File: config.mk
export PLATFORM = sky130hd
export DESIGN_NAME = softmax_with_argmax
export DESIGN_NICKNAME = d
export VERILOG_FILES = /design/src/rtl/core/swa_pkg.sv /design/src/rtl/core/softmax_with_argmax.sv
export SDC_FILE = /design/constraint.sdc
export NUM_CORES = 1
export LEC_CHECK = 0
export CAP_MARGIN = 15
export CORE_MARGIN = 1
export CORE_UTILIZATION = 30
export DETAILED_ROUTE_END_ITERATION = 10
export DONT_BUFFER_PORTS = 1
export GPL_ROUTABILITY_DRIVEN = 0
export GPL_TIMING_DRIVEN = 0
export PLACE_DENSITY = 0.53
export SLEW_MARGIN = 15
export SYNTH_ARGS = -nofsm -noshare
export SYNTH_HDL_FRONTEND = slang
export SYNTH_SLANG_ARGS = --single-unit
File: constraint.sdc
create_clock -name clk -period 4.85 [get_ports clk]
set_input_delay 0.485 -clock clk [delete_from_list [all_inputs] [get_ports clk]]
set_output_delay 0.485 -clock clk [all_outputs]
set_load 0.02 [all_outputs]
File: src/rtl/core/swa_pkg.sv
// ----------------------------------------------------------------------------
// swa_pkg
// Shared types, widths and constants for the softmax/argmax classifier output.
// ----------------------------------------------------------------------------
package swa_pkg;

  // Field widths
  localparam int LOGIT_W = 13;
  localparam int PROB_W  = 16;
  localparam int IDX_W   = 10;

  // Default vector length
  localparam int MAX_CLASSES = 1024;

  // Datapath widths
  localparam int SUM_W   = 50;   // saturating exp accumulator
  localparam int E_W     = 41;   // exp value, Q.16, up to about 2^39.1
  localparam int ACC_W   = 45;   // serial multiplier accumulator / multiplicand
  localparam int MPL_W   = 25;   // serial multiplier operand
  localparam int MANT_W  = 34;   // 2^f mantissa, Q.32
  localparam int USH_W   = 6;    // integer part of the biased exponent
  localparam int FRAC_W  = 20;   // residual fraction r
  localparam int PP_W    = 15;   // (p*p) >> 25
  localparam int M_W     = 25;   // 2^r in Q.24
  localparam int TAB_W   = 17;   // 2^(k/16) in Q.16

  // Division: one quotient bit per step
  localparam int DIV_STEPS = 16;
  localparam int DIV_CNT_W = 4;

  // Arithmetic constants
  localparam logic [16:0] LOG2E_Q16 = 17'd94548;
  localparam logic [23:0] LN2_Q24   = 24'd11629080;
  // bias of 32 in Q.24 so that the scaled logit is always positive
  localparam logic [29:0] EXP_BIAS  = 30'h2000_0000;
  // right shift that maps the biased exponent to the output scale
  localparam logic [USH_W-1:0] SHIFT_BASE = 6'd55;

  // Sequencer states
  typedef enum logic [2:0] {
    S_IDLE,
    S_MUL_Y,
    S_MUL_P,
    S_MUL_PP,
    S_MUL_MANT,
    S_APPLY,
    S_DIV,
    S_FINISH
  } state_t;

  // 2^(k/16) in Q.16, rounded
  function automatic logic [TAB_W-1:0] pow2_frac(input logic [3:0] k);
    logic [TAB_W-1:0] v;
    case (k)
      4'd0:    v = 17'd65536;
      4'd1:    v = 17'd68438;
      4'd2:    v = 17'd71468;
      4'd3:    v = 17'd74632;
      4'd4:    v = 17'd77936;
      4'd5:    v = 17'd81386;
      4'd6:    v = 17'd84990;
      4'd7:    v = 17'd88752;
      4'd8:    v = 17'd92682;
      4'd9:    v = 17'd96785;
      4'd10:   v = 17'd101070;
      4'd11:   v = 17'd105545;
      4'd12:   v = 17'd110218;
      4'd13:   v = 17'd115098;
      4'd14:   v = 17'd120194;
      4'd15:   v = 17'd125515;
      default: v = 17'd65536;
    endcase
    return v;
  endfunction

endpackage

File: src/rtl/core/softmax_with_argmax.sv
// ----------------------------------------------------------------------------
// softmax_with_argmax
// Two-pass fixed-point softmax over a logit vector, with running argmax.
// ----------------------------------------------------------------------------
// Usage:
//   Send the logit vector twice on the s_axis channel. Beats with tuser = 0
//   (accumulate pass) add exp(logit) into a 50-bit saturating sum and produce
//   nothing. Beats with tuser = 1 (normalize pass) each produce one m_axis beat
//   with exp(logit)/sum in Q0.16, the class index, and the first index of the
//   largest probability so far. tlast closes a pass; the end of the normalize
//   pass clears all state for the next vector.
// Timing:
//   One beat is processed at a time. A shared bit-serial shift-add multiplier
//   runs four products (log2e scaling, r*ln2, p*p, table*series); each shifts
//   through its multiplier until the bits left are zero. A normalize beat adds a
//   restoring divider, one quotient bit per cycle, unless exp is not below the
//   sum, in which case the probability saturates.
// Reset:
//   rst clears the sum, the position count, the argmax and the output valid.
// Stall:
//   The result sits in an output register; the next beat is taken while it
//   waits, and the block holds in its final step only if a second result is
//   ready before the first one has been taken.
// ----------------------------------------------------------------------------
module softmax_with_argmax #(
  parameter int MAX_CLASSES = swa_pkg::MAX_CLASSES
) (
  input  logic        clk,
  input  logic        rst,
  // input beat
  input  logic        s_axis_tvalid,
  output logic        s_axis_tready,
  input  logic [15:0] s_axis_tdata,   // [12:0] logit
  input  logic        s_axis_tuser,   // [0] kind
  input  logic        s_axis_tlast,   // last
  // result beat
  output logic        m_axis_tvalid,
  input  logic        m_axis_tready,
  // [15:0] probability, [25:16] class_index, [35:26] best_index,
  // [51:36] best_probability
  output logic [55:0] m_axis_tdata,
  output logic        m_axis_tlast    // is_last
);

  localparam int LOGIT_W = swa_pkg::LOGIT_W;
  localparam int PROB_W  = swa_pkg::PROB_W;
  localparam int IDX_W   = swa_pkg::IDX_W;
  localparam int SUM_W   = swa_pkg::SUM_W;
  localparam int E_W     = swa_pkg::E_W;
  localparam int ACC_W   = swa_pkg::ACC_W;
  localparam int MPL_W   = swa_pkg::MPL_W;
  localparam int MANT_W  = swa_pkg::MANT_W;
  localparam int USH_W   = swa_pkg::USH_W;
  localparam int FRAC_W  = swa_pkg::FRAC_W;
  localparam int M_W     = swa_pkg::M_W;
  localparam int DIV_CNT_W = swa_pkg::DIV_CNT_W;
  localparam int CNT_W   = (MAX_CLASSES > 1) ? $clog2(MAX_CLASSES) : 1;
  localparam logic [CNT_W-1:0] CNT_LAST = CNT_W'(MAX_CLASSES - 1);
  localparam logic [DIV_CNT_W-1:0] DIV_LAST = DIV_CNT_W'(swa_pkg::DIV_STEPS - 1);

  // Control state
  swa_pkg::state_t state, state_next;
  logic [SUM_W-1:0]  exp_sum;
  logic [CNT_W-1:0]  count;
  logic [PROB_W-1:0] top_prob;
  logic [CNT_W-1:0]  top_idx;
  logic              out_valid;

  // Item registers
  logic              kind_q;
  logic              last_q;
  logic [CNT_W-1:0]  idx_q;

  // Serial multiplier
  logic [ACC_W-1:0]  acc;
  logic [ACC_W-1:0]  mcand;
  logic [MPL_W-1:0]  mplier;

  // Exp intermediates
  logic [USH_W-1:0]  ushift;
  logic [3:0]        frac_k;
  logic [FRAC_W-1:0] p_val;
  logic [E_W-1:0]    e_val;

  // Divider
  logic [SUM_W-1:0]     rem;
  logic [PROB_W-1:0]    quot;
  logic [DIV_CNT_W-1:0] div_cnt;

  // Output register
  logic [PROB_W-1:0] out_prob;
  logic [IDX_W-1:0]  out_idx;
  logic              out_last;
  logic [IDX_W-1:0]  out_best_idx;
  logic [PROB_W-1:0] out_best_prob;

  // Handshake and strobes
  logic in_fire;
  logic out_fire;
  logic out_free;
  logic finish_fire;
  logic sum_fire;
  logic mul_done;

  // Combinational datapath values
  logic [29:0]       u_val;
  logic [M_W-1:0]    m_val;
  logic [MANT_W-1:0] mant;
  logic [E_W-1:0]    e_wide;
  logic [E_W-1:0]    e_shift;
  logic [E_W-1:0]    e_calc;
  logic [USH_W-1:0]  e_sh;
  logic [SUM_W:0]    sum_add;
  logic [SUM_W-1:0]  sum_sat;
  logic              e_ge_sum;
  logic [SUM_W:0]    rem2;
  logic              rem_ge;
  logic [SUM_W:0]    rem_sub;
  logic [CNT_W-1:0]  count_adv;
  logic              better;
  logic [PROB_W-1:0] best_prob_sel;
  logic [CNT_W-1:0]  best_idx_sel;

  // Handshakes
  assign in_fire  = s_axis_tvalid && s_axis_tready;
  assign out_fire = m_axis_tvalid && m_axis_tready;
  assign out_free = !out_valid || m_axis_tready;
  assign mul_done = (mplier == '0);

  // Biased scaled logit: y + 32 in Q.24
  assign u_val = acc[29:0] + swa_pkg::EXP_BIAS;

  // Second-order series for 2^r
  assign m_val = (M_W'(1) << 24) + M_W'(p_val) + M_W'(acc[39:25]);

  // Scale mantissa by 2^(n-16)
  assign mant    = acc[41:8];
  assign e_wide  = {mant, 7'b0};
  assign e_sh    = swa_pkg::SHIFT_BASE - ushift;
  assign e_shift = e_wide >> e_sh;
  assign e_calc  = (e_shift == '0) ? E_W'(1) : e_shift;

  // Saturating accumulate
  assign sum_add = {1'b0, exp_sum} + (SUM_W + 1)'(e_val);
  assign sum_sat = sum_add[SUM_W] ? '1 : sum_add[SUM_W-1:0];
  assign e_ge_sum = (SUM_W'(e_val) >= exp_sum);

  // Restoring division step
  assign rem2    = {rem, 1'b0};
  assign rem_ge  = (rem2 >= {1'b0, exp_sum});
  assign rem_sub = rem2 - {1'b0, exp_sum};

  // Position and argmax update
  assign count_adv     = (count < CNT_LAST) ? count + CNT_W'(1) : count;
  assign better        = (quot > top_prob);
  assign best_prob_sel = better ? quot : top_prob;
  assign best_idx_sel  = better ? idx_q : top_idx;

  // Next state
  always_comb begin
    state_next = state;
    case (state)
      swa_pkg::S_IDLE: begin
        if (in_fire) state_next = swa_pkg::S_MUL_Y;
      end
      swa_pkg::S_MUL_Y: begin
        if (mul_done) state_next = swa_pkg::S_MUL_P;
      end
      swa_pkg::S_MUL_P: begin
        if (mul_done) state_next = swa_pkg::S_MUL_PP;
      end
      swa_pkg::S_MUL_PP: begin
        if (mul_done) state_next = swa_pkg::S_MUL_MANT;
      end
      swa_pkg::S_MUL_MANT: begin
        if (mul_done) state_next = swa_pkg::S_APPLY;
      end
      swa_pkg::S_APPLY: begin
        if (!kind_q) state_next = swa_pkg::S_IDLE;
        else if (e_ge_sum) state_next = swa_pkg::S_FINISH;
        else state_next = swa_pkg::S_DIV;
      end
      swa_pkg::S_DIV: begin
        if (div_cnt == DIV_LAST) state_next = swa_pkg::S_FINISH;
      end
      swa_pkg::S_FINISH: begin
        if (out_free) state_next = swa_pkg::S_IDLE;
      end
      default: state_next = swa_pkg::S_IDLE;
    endcase
  end

  // Outputs of the sequencer
  always_comb begin
    s_axis_tready = 1'b0;
    sum_fire      = 1'b0;
    finish_fire   = 1'b0;
    case (state)
      swa_pkg::S_IDLE:   s_axis_tready = 1'b1;
      swa_pkg::S_APPLY:  sum_fire      = !kind_q;
      swa_pkg::S_FINISH: finish_fire   = out_free;
      default: begin
        s_axis_tready = 1'b0;
      end
    endcase
  end

  // Control state: sequencer, sum, position, argmax, output valid
  always_ff @(posedge clk) begin
    if (rst) begin
      state     <= swa_pkg::S_IDLE;
      exp_sum   <= '0;
      count     <= '0;
      top_prob  <= '0;
      top_idx   <= '0;
      out_valid <= 1'b0;
    end else begin
      state <= state_next;
      // drop the result once taken, load a new one at the end of an item
      if (out_fire) out_valid <= 1'b0;
      if (finish_fire) out_valid <= 1'b1;
      // accumulate pass item
      if (sum_fire) begin
        exp_sum <= sum_sat;
        if (last_q) begin
          count    <= '0;
          top_prob <= '0;
          top_idx  <= '0;
        end else begin
          count <= count_adv;
        end
      end
      // normalize pass item
      if (finish_fire) begin
        if (last_q) begin
          exp_sum  <= '0;
          count    <= '0;
          top_prob <= '0;
          top_idx  <= '0;
        end else begin
          count    <= count_adv;
          top_prob <= best_prob_sel;
          top_idx  <= best_idx_sel;
        end
      end
    end
  end

  // Datapath: serial multiplier, exp stages, divider
  always_ff @(posedge clk) begin
    case (state)
      swa_pkg::S_IDLE: begin
        // capture the beat and start y = logit * log2(e)
        if (in_fire) begin
          kind_q <= s_axis_tuser;
          last_q <= s_axis_tlast;
          idx_q  <= count;
          acc    <= '0;
          mcand  <= {{(ACC_W - LOGIT_W){s_axis_tdata[LOGIT_W-1]}},
                     s_axis_tdata[LOGIT_W-1:0]};
          mplier <= MPL_W'(swa_pkg::LOG2E_Q16);
        end
      end
      swa_pkg::S_MUL_Y, swa_pkg::S_MUL_P, swa_pkg::S_MUL_PP,
      swa_pkg::S_MUL_MANT: begin
        if (!mul_done) begin
          // one multiplier bit per cycle
          acc    <= acc + (mplier[0] ? mcand : '0);
          mcand  <= mcand << 1;
          mplier <= mplier >> 1;
        end else begin
          acc <= '0;
          case (state)
            swa_pkg::S_MUL_Y: begin
              // split into integer and fraction, start r * ln2
              ushift <= u_val[29:24];
              frac_k <= u_val[23:20];
              mcand  <= ACC_W'(swa_pkg::LN2_Q24);
              mplier <= MPL_W'(u_val[19:0]);
            end
            swa_pkg::S_MUL_P: begin
              // start p * p
              p_val  <= acc[43:24];
              mcand  <= ACC_W'(acc[43:24]);
              mplier <= MPL_W'(acc[43:24]);
            end
            swa_pkg::S_MUL_PP: begin
              // start table * series
              mcand  <= ACC_W'(m_val);
              mplier <= MPL_W'(swa_pkg::pow2_frac(frac_k));
            end
            default: begin
              e_val <= e_calc;
            end
          endcase
        end
      end
      swa_pkg::S_APPLY: begin
        // set up the divider, or saturate when exp is not below the sum
        rem     <= SUM_W'(e_val);
        div_cnt <= '0;
        quot    <= e_ge_sum ? '1 : '0;
      end
      swa_pkg::S_DIV: begin
        rem     <= rem_ge ? rem_sub[SUM_W-1:0] : rem2[SUM_W-1:0];
        quot    <= {quot[PROB_W-2:0], rem_ge};
        div_cnt <= div_cnt + DIV_CNT_W'(1);
      end
      default: begin
        div_cnt <= div_cnt;
      end
    endcase
  end

  // Output register
  always_ff @(posedge clk) begin
    if (finish_fire) begin
      out_prob      <= quot;
      out_idx       <= IDX_W'(idx_q);
      out_last      <= last_q;
      out_best_idx  <= IDX_W'(best_idx_sel);
      out_best_prob <= best_prob_sel;
    end
  end

  assign m_axis_tvalid = out_valid;
  assign m_axis_tlast  = out_last;
  assign m_axis_tdata  = {4'b0, out_best_prob, out_best_idx, out_idx, out_prob};

  // Divider remainder stays below the sum
  assert property (@(posedge clk) disable iff (rst)
    (state == swa_pkg::S_DIV) |-> (rem < exp_sum))
    else $error("divider remainder not below sum");

  // Reported best probability is never below the item's own probability
  assert property (@(posedge clk) disable iff (rst)
    out_valid |-> (out_best_prob >= out_prob))
    else $error("best probability below item probability");

  // Best index never lies past the item's own position
  assert property (@(posedge clk) disable iff (rst)
    out_valid |-> (out_best_idx <= out_idx))
    else $error("best index past item index");

endmodule

; Yosys cells after proc, flatten, opt, wreduce, memory -nomap -nowiden
; Memory sizes are Yosys's and may differ from the RTL's. A register that Yosys moved wholly into a read port is not among the register bits.
; Cells that the tools add are included.
[totals]
n_memories = 1
reg_bits = 411
word_cells = 130
out_inout_bits = 59
rom_bits = 256
[mem_list]
columns = name, depth, width, rd, rd_ports_with_merged_regs, wr, line
row1 = (no name shown), 16, 16, 1, 1, 0, swa_pkg.sv:54  ; case (k)
[op_classes]
magnitude_cmp = 4
shifts = 1
bitwise_logic = 1
n_eq_ne = 16
n_addsub = 9
muxes = 51
n_reduce_logical = 23
[op_table]
columns = op, n
row1 = $mux W50, 5
row2 = $mux W45, 5
row3 = $pmux W45 S2, 2
row4 = $pmux W45 S3, 1
row5 = $pmux W50 S2, 1
row6 = $mux W16, 6
row7 = $mux W10, 9
row8 = $pmux W25 S3, 1
row9 = $add A50 B41 Y51, 1
row10 = $ge A51 B50 Y1, 1
row11 = $ge A41 B50 Y1, 1
row12 = $mux W25, 2
row13 = $pmux W25 S2, 1
row14 = $sub A50 B50 Y50, 1
row15 = $add A45 B45 Y45, 1
row16 = $logic_not A41 Y1, 1
row17 = $shr A41 B6 Y41, 1
row18 = $pmux W16 S2, 1
row19 = $add A30 B30 Y30 const B, 1
row20 = $add A25 B15 Y25, 1
row21 = $add A25 B20 Y25 const A, 1
row22 = $logic_not A25 Y1, 1
row23 = $mux W3, 8
row24 = $pmux W3 S8, 1
row25 = other kinds (25), 51

; Longest topological paths before layout
[depth]
depth_word = 5
mapped_depth = 16
ltp_nobuf = 14

; Worst setup path before layout
; No wires, ideal clock.
[synth_timing]
kind = flip-flop to flip-flop
start = reg mplier[0]
end = reg mcand[0], enable pin
slack_ps = -44
path_stages_with_launch = 9
synth_period_minus_slack_ps = 4894
setup_ps = 507
t_required_ps = 4343
t_arrival_ps = 4387
path_cell_list = edfxtp_1 -> clkbuf_1 -> nor4_1 -> nand2_1 -> or2_2 -> buf_2 -> clkbuf_1 -> nand2_1 -> a21oi_1
[synth_between]
elab_chain_cells = 3
[synth_rtl]
columns = item, line
row1 = from (decl), softmax_with_argmax.sv:77  ; logic [MPL_W-1:0] mplier;
row2 = from (signal assigned), softmax_with_argmax.sv:261  ; mplier <= MPL_W'(swa_pkg::LOG2E_Q16);
row3 = from (signal assigned), softmax_with_argmax.sv:270  ; mplier <= mplier >> 1;
row4 = from (signal assigned), softmax_with_argmax.sv:279  ; mplier <= MPL_W'(u_val[19:0]);
row5 = $logic_not A25 Y1, softmax_with_argmax.sv:128  ; assign mul_done = (mplier == '0);
row6 = $ne A5 B5 Y1 (no line), --
row7 = $reduce_and A3 Y1 (no line), --
row8 = to (signal assigned), softmax_with_argmax.sv:259  ; mcand <= {{(ACC_W - LOGIT_W){s_axis_tdata[LOGIT_W-1]}},
row9 = to (signal assigned), softmax_with_argmax.sv:269  ; mcand <= mcand << 1;
row10 = to (signal assigned), softmax_with_argmax.sv:278  ; mcand <= ACC_W'(swa_pkg::LN2_Q24);
row11 = to (decl), softmax_with_argmax.sv:76  ; logic [ACC_W-1:0] mcand;
; Every way passes these cells.
; A chain may end at the register's enable or synchronous reset.

; Worst setup path after layout
[layout_timing]
start = reg e_val[3]
end = reg quot[8] (data pin)
[layout_between]
elab_chain_cells = 3
[layout_rtl]
columns = item, line
row1 = from (decl), softmax_with_argmax.sv:83  ; logic [E_W-1:0] e_val;
row2 = from (signal assigned), softmax_with_argmax.sv:293  ; e_val <= e_calc;
row3 = $ge A41 B50 Y1, softmax_with_argmax.sv:146  ; assign e_ge_sum = (SUM_W'(e_val) >= exp_sum);
row4 = $mux W16, softmax_with_argmax.sv:302  ; quot <= e_ge_sum ? '1 : '0;
row5 = $pmux W16 S2, softmax_with_argmax.sv:251  ; case (state)
row6 = to (signal assigned), softmax_with_argmax.sv:302
row7 = to (signal assigned), softmax_with_argmax.sv:306  ; quot <= {quot[PROB_W-2:0], rem_ge};
row8 = to (decl), softmax_with_argmax.sv:87  ; logic [PROB_W-1:0] quot;
; Every way passes these cells.

==> results by group <==
STA
  • Final Setup Violations: 0
  • Minimum clock period: 4.42 ns
  • Unrepaired setup endpoints after global routing: false
  • Period utilization: 0.911
  • Least-Margin Pin Slew: 1.01 ns
  • Max Slew Vio Count: 0
  • Max frequency: 226 MHz
  • Relative slew slack: 0.322
  • Clock skew: 0.0310 ns
  • Final hold vios: 0
  • Setup TNS: 0 ns

Power and ir drop
  • Static Leak: 12.1 nW
  • Final Power: 14.3 mW
  • Logic pwr share: 0.333
  • Flop pwr share: 0.382
  • Int Power: 8.95 mW
  • Peak supply drop: 0.337 mV
  • Sw power: 5.38 mW
  • Clock power share: 0.285
  • Pwr dens: 447 nW/um^2
  • Switching fraction of total power: 0.375

GRT
  • First-pass GRT wire length: 135000 um
  • Vias in the first global route: 22300
  • Initial antenna violation count: 1
  • GRT Residual Overflow: 0
  • Met1 Usage GRT: 0.254
  • Met2 usage: 0.288
  • Met3 Use GR: 0.0279
  • Busiest layer in global routing: met2
  • Largest net degree at the start of global routing: 47
  • Total Routing Usage GR: 0.183

Route
  • Antenna viol nets, final: 0
  • Vias post-DR: 23600
  • Post-route DRC violation count: 0
  • Avg WL per Cell: 20.3 um
  • Iter 0 DRT Violations: 2022
  • DR vias/cell: 5.37
  • Total Wirelength: 89100 um
  • First-pass iteration count of the detailed router: 6

Worst setup path
  • Crit start category: flip-flop
  • Crit. Startpoint: e_val[3]
  • Critical Path AT: 4.78 ns
  • R2R cell count: 13
  • Critical Path Sink: quot[8]
  • Reg2reg setup slack: 0.43 ns
  • Critical Path Sink Type: flip-flop
  • Crit path max fanout: 10
  • R2r endpoint: quot[8]
  • Setup Crit Path Kind: flip-flop to flip-flop
  • CP required: 5.22 ns
  • Origin of the critical flop-to-flop path: e_val[3]

Yosys
  • EDFF count, synth: 314
  • Seq/Total Area, Yosys: 0.406
  • Synth Area per Inst: 9.37 sq um
  • Post-synth cell types: 89
  • Yosys reg bits: 420
  • Synth async-reset ratio: 0
  • Dominant synthesized flop cell: edfxtp_1
  • Gate Count Post-Synth: 3041
  • Ys Warns: 0
  • Synthesized cell area: 28500 sq um

Clock tree
  • CTS Sinks: 420
  • Cts bufs inserted: 49
  • H-tree depth: 2
  • Longest Clk Path Bufs: 3
  • CTS tree: yes
  • Clk Latency, worst-skew pair: 0.63 ns
  • Clk slew on worst S/H paths: 0.06 ns
  • Root Buffer: clkbuf_16

Die
  • IO Pins: 81
  • Core Box Area: 93700 sq um
  • Starting Density: 0.304
  • Cell Rows: 112
  • Die area: 96200 sq um
  • Die extent in x: 310 um
  • Die Span Y: 310 um

Placement
  • DP HPWL: 68600 um
  • Port bufs: 0

Final layout
  • Most frequent cells in the layout: 314 x edfxtp_1, 313 x a21oi_1, 298 x nor2_1
  • Diodes inserted: 0
  • Layout Nets: 3347
  • P&R area growth vs syn: 12.6%
  • Layout cells sized above 1: 0.0798
  • Most common cell after layout, fill and taps aside: edfxtp_1
  • FF+latch area: 11600 sq um
  • Filler instances: 9627
  • Area of the multi-input gates: 15800 sq um

Hold path
  • Worst hold path class: input port to flip-flop

Status
  • Outcome: finished clean

Job
  • Max-cap viol count: 0
[area by class of cell]
| class | instances | area share |
|---|---|---|
| repair buffers | 11 | 0.00663 |
| multi-input cells | 2332 | 0.493 |
| flip-flops and latches | 420 | 0.360 |
| inverters | 146 | 0.0171 |
| well taps | 1254 | 0.0489 |
| clock inverters | 32 | 0.0144 |
| plain buffers | 145 | 0.0193 |
| clock buffers | 59 | 0.0403 |
[synthesized netlist by cell type (all sizes together) (53+ instances only)]
library cell,count,area (sq um)
mux2i,59,591
xnor2,89,780
and2,54,338
nand2,259,972
inv,145,544
xor2,53,464
dfxtp,106,2120
edfxtp,314,9430
o21ai,234,1170
nor2,300,1130
a21oi,325,1680
clkbuf,105,394
ha,216,2700
a21o,63,473
[cells by family (layout without fill, tap and decap cells)]
kind of cell,after synthesis,count (layout),share of synthesized area
compound gates,916,916,0.200
xor+xnor,142,142,0.0437
fa+ha+maj,220,220,0.0977
buf+inv,292,393,0.0411
flops,420,420,0.406
mux,136,136,0.0615
other cells,1,4,0.000132
simple gates,914,914,0.151
[power groups by stage]
stage	Sequential [mW]	Combinational [mW]	Clock [mW]
floorplan	5.10	3.42	0
global placement	5.53	4.62	0
detailed placement	5.52	4.71	0
CTS	5.44	4.74	4.16
global route	5.52	5.26	4.29
finish	5.48	4.77	4.08
[how the worst min path moves through the flow]
stage	end	cells after the start	start	slack [ns]
after floorplan	top_idx[0]	1	top_idx[0]	0.44
after global placement	top_idx[7]	1	top_idx[7]	0.45
after detailed placement	top_idx[4]	1	top_idx[4]	0.45
after CTS	mcand[4]	2	s_axis_tdata[4]	0.05
after global routing	mcand[3]	2	s_axis_tdata[3]	0.07
final	mcand[4]	2	s_axis_tdata[4]	0.07
[registers in the layout (all words and copies together) (netlist names), 3 cells and up, named ones only]
name,cells
out_prob,16
div_cnt,4
exp_sum,50
out_idx,10
out_best_idx,10
frac_k,4
idx_q,10
p_val,20
e_val,41
quot,16
ushift,6
count,10
mplier,20
mcand,44
acc,44
state,3
top_prob,16
out_best_prob,16
rem,50
top_idx,10
[per-stage QoR]
| step | util | hold WS [ns] | setup WS (ns) | instance area [sq um] | std cells |
|---|---|---|---|---|---|
| final | 0.342 | 0.0728 | 0.434 | 32100 | 4399 |
| after global routing | 0.342 | 0.0652 | 0.113 | 32100 | 4399 |
| after CTS | 0.342 | 0.0471 | 0.0721 | 32100 | 4400 |
| after detailed placement | 0.323 | 0.453 | -0.0888 | 30300 | 4307 |
| after global placement | 0.321 | 0.452 | -2.42 | 30100 | 4298 |
| after floorplan | - | 0.437 | 0.236 | 28500 | 3044 |
[worst max-delay path, stage by stage (launching register included)]
cell and delay (ns):
edfxtp_1 0.44, ha_1 0.29, clkbuf_1 0.19, a21oi_1 0.17
o21bai_1 0.08, a21oi_1 0.19, o221ai_1 0.20, a2111oi_1 0.86
o21ai_0 0.18, o41ai_1 0.72, or4_1 0.20, o31ai_1 0.18
buf_2 0.27, a21o_1 0.17
[repair_timing]
| action | in CTS | in global routing |
|---|---|---|
| gates resized for setup | 1 | 3 |
| endpoints found under the setup margin | 4 | 5 |
| buffers inserted | 0 | 0 |
| hold buffers | 2 | 0 |
| endpoints found under the hold margin | 2 | 0 |
[per-layer routing]
layer / wire length [um] / vias up / part of all wire
met5: 13 / - / 0.00015
met4: 3010 / 2 / 0.034
met3: 5440 / 157 / 0.061
met2: 39600 / 806 / 0.44
met1: 41100 / 11400 / 0.46
li1: - / 11300 / -
(Power assumes the default switching activity.)
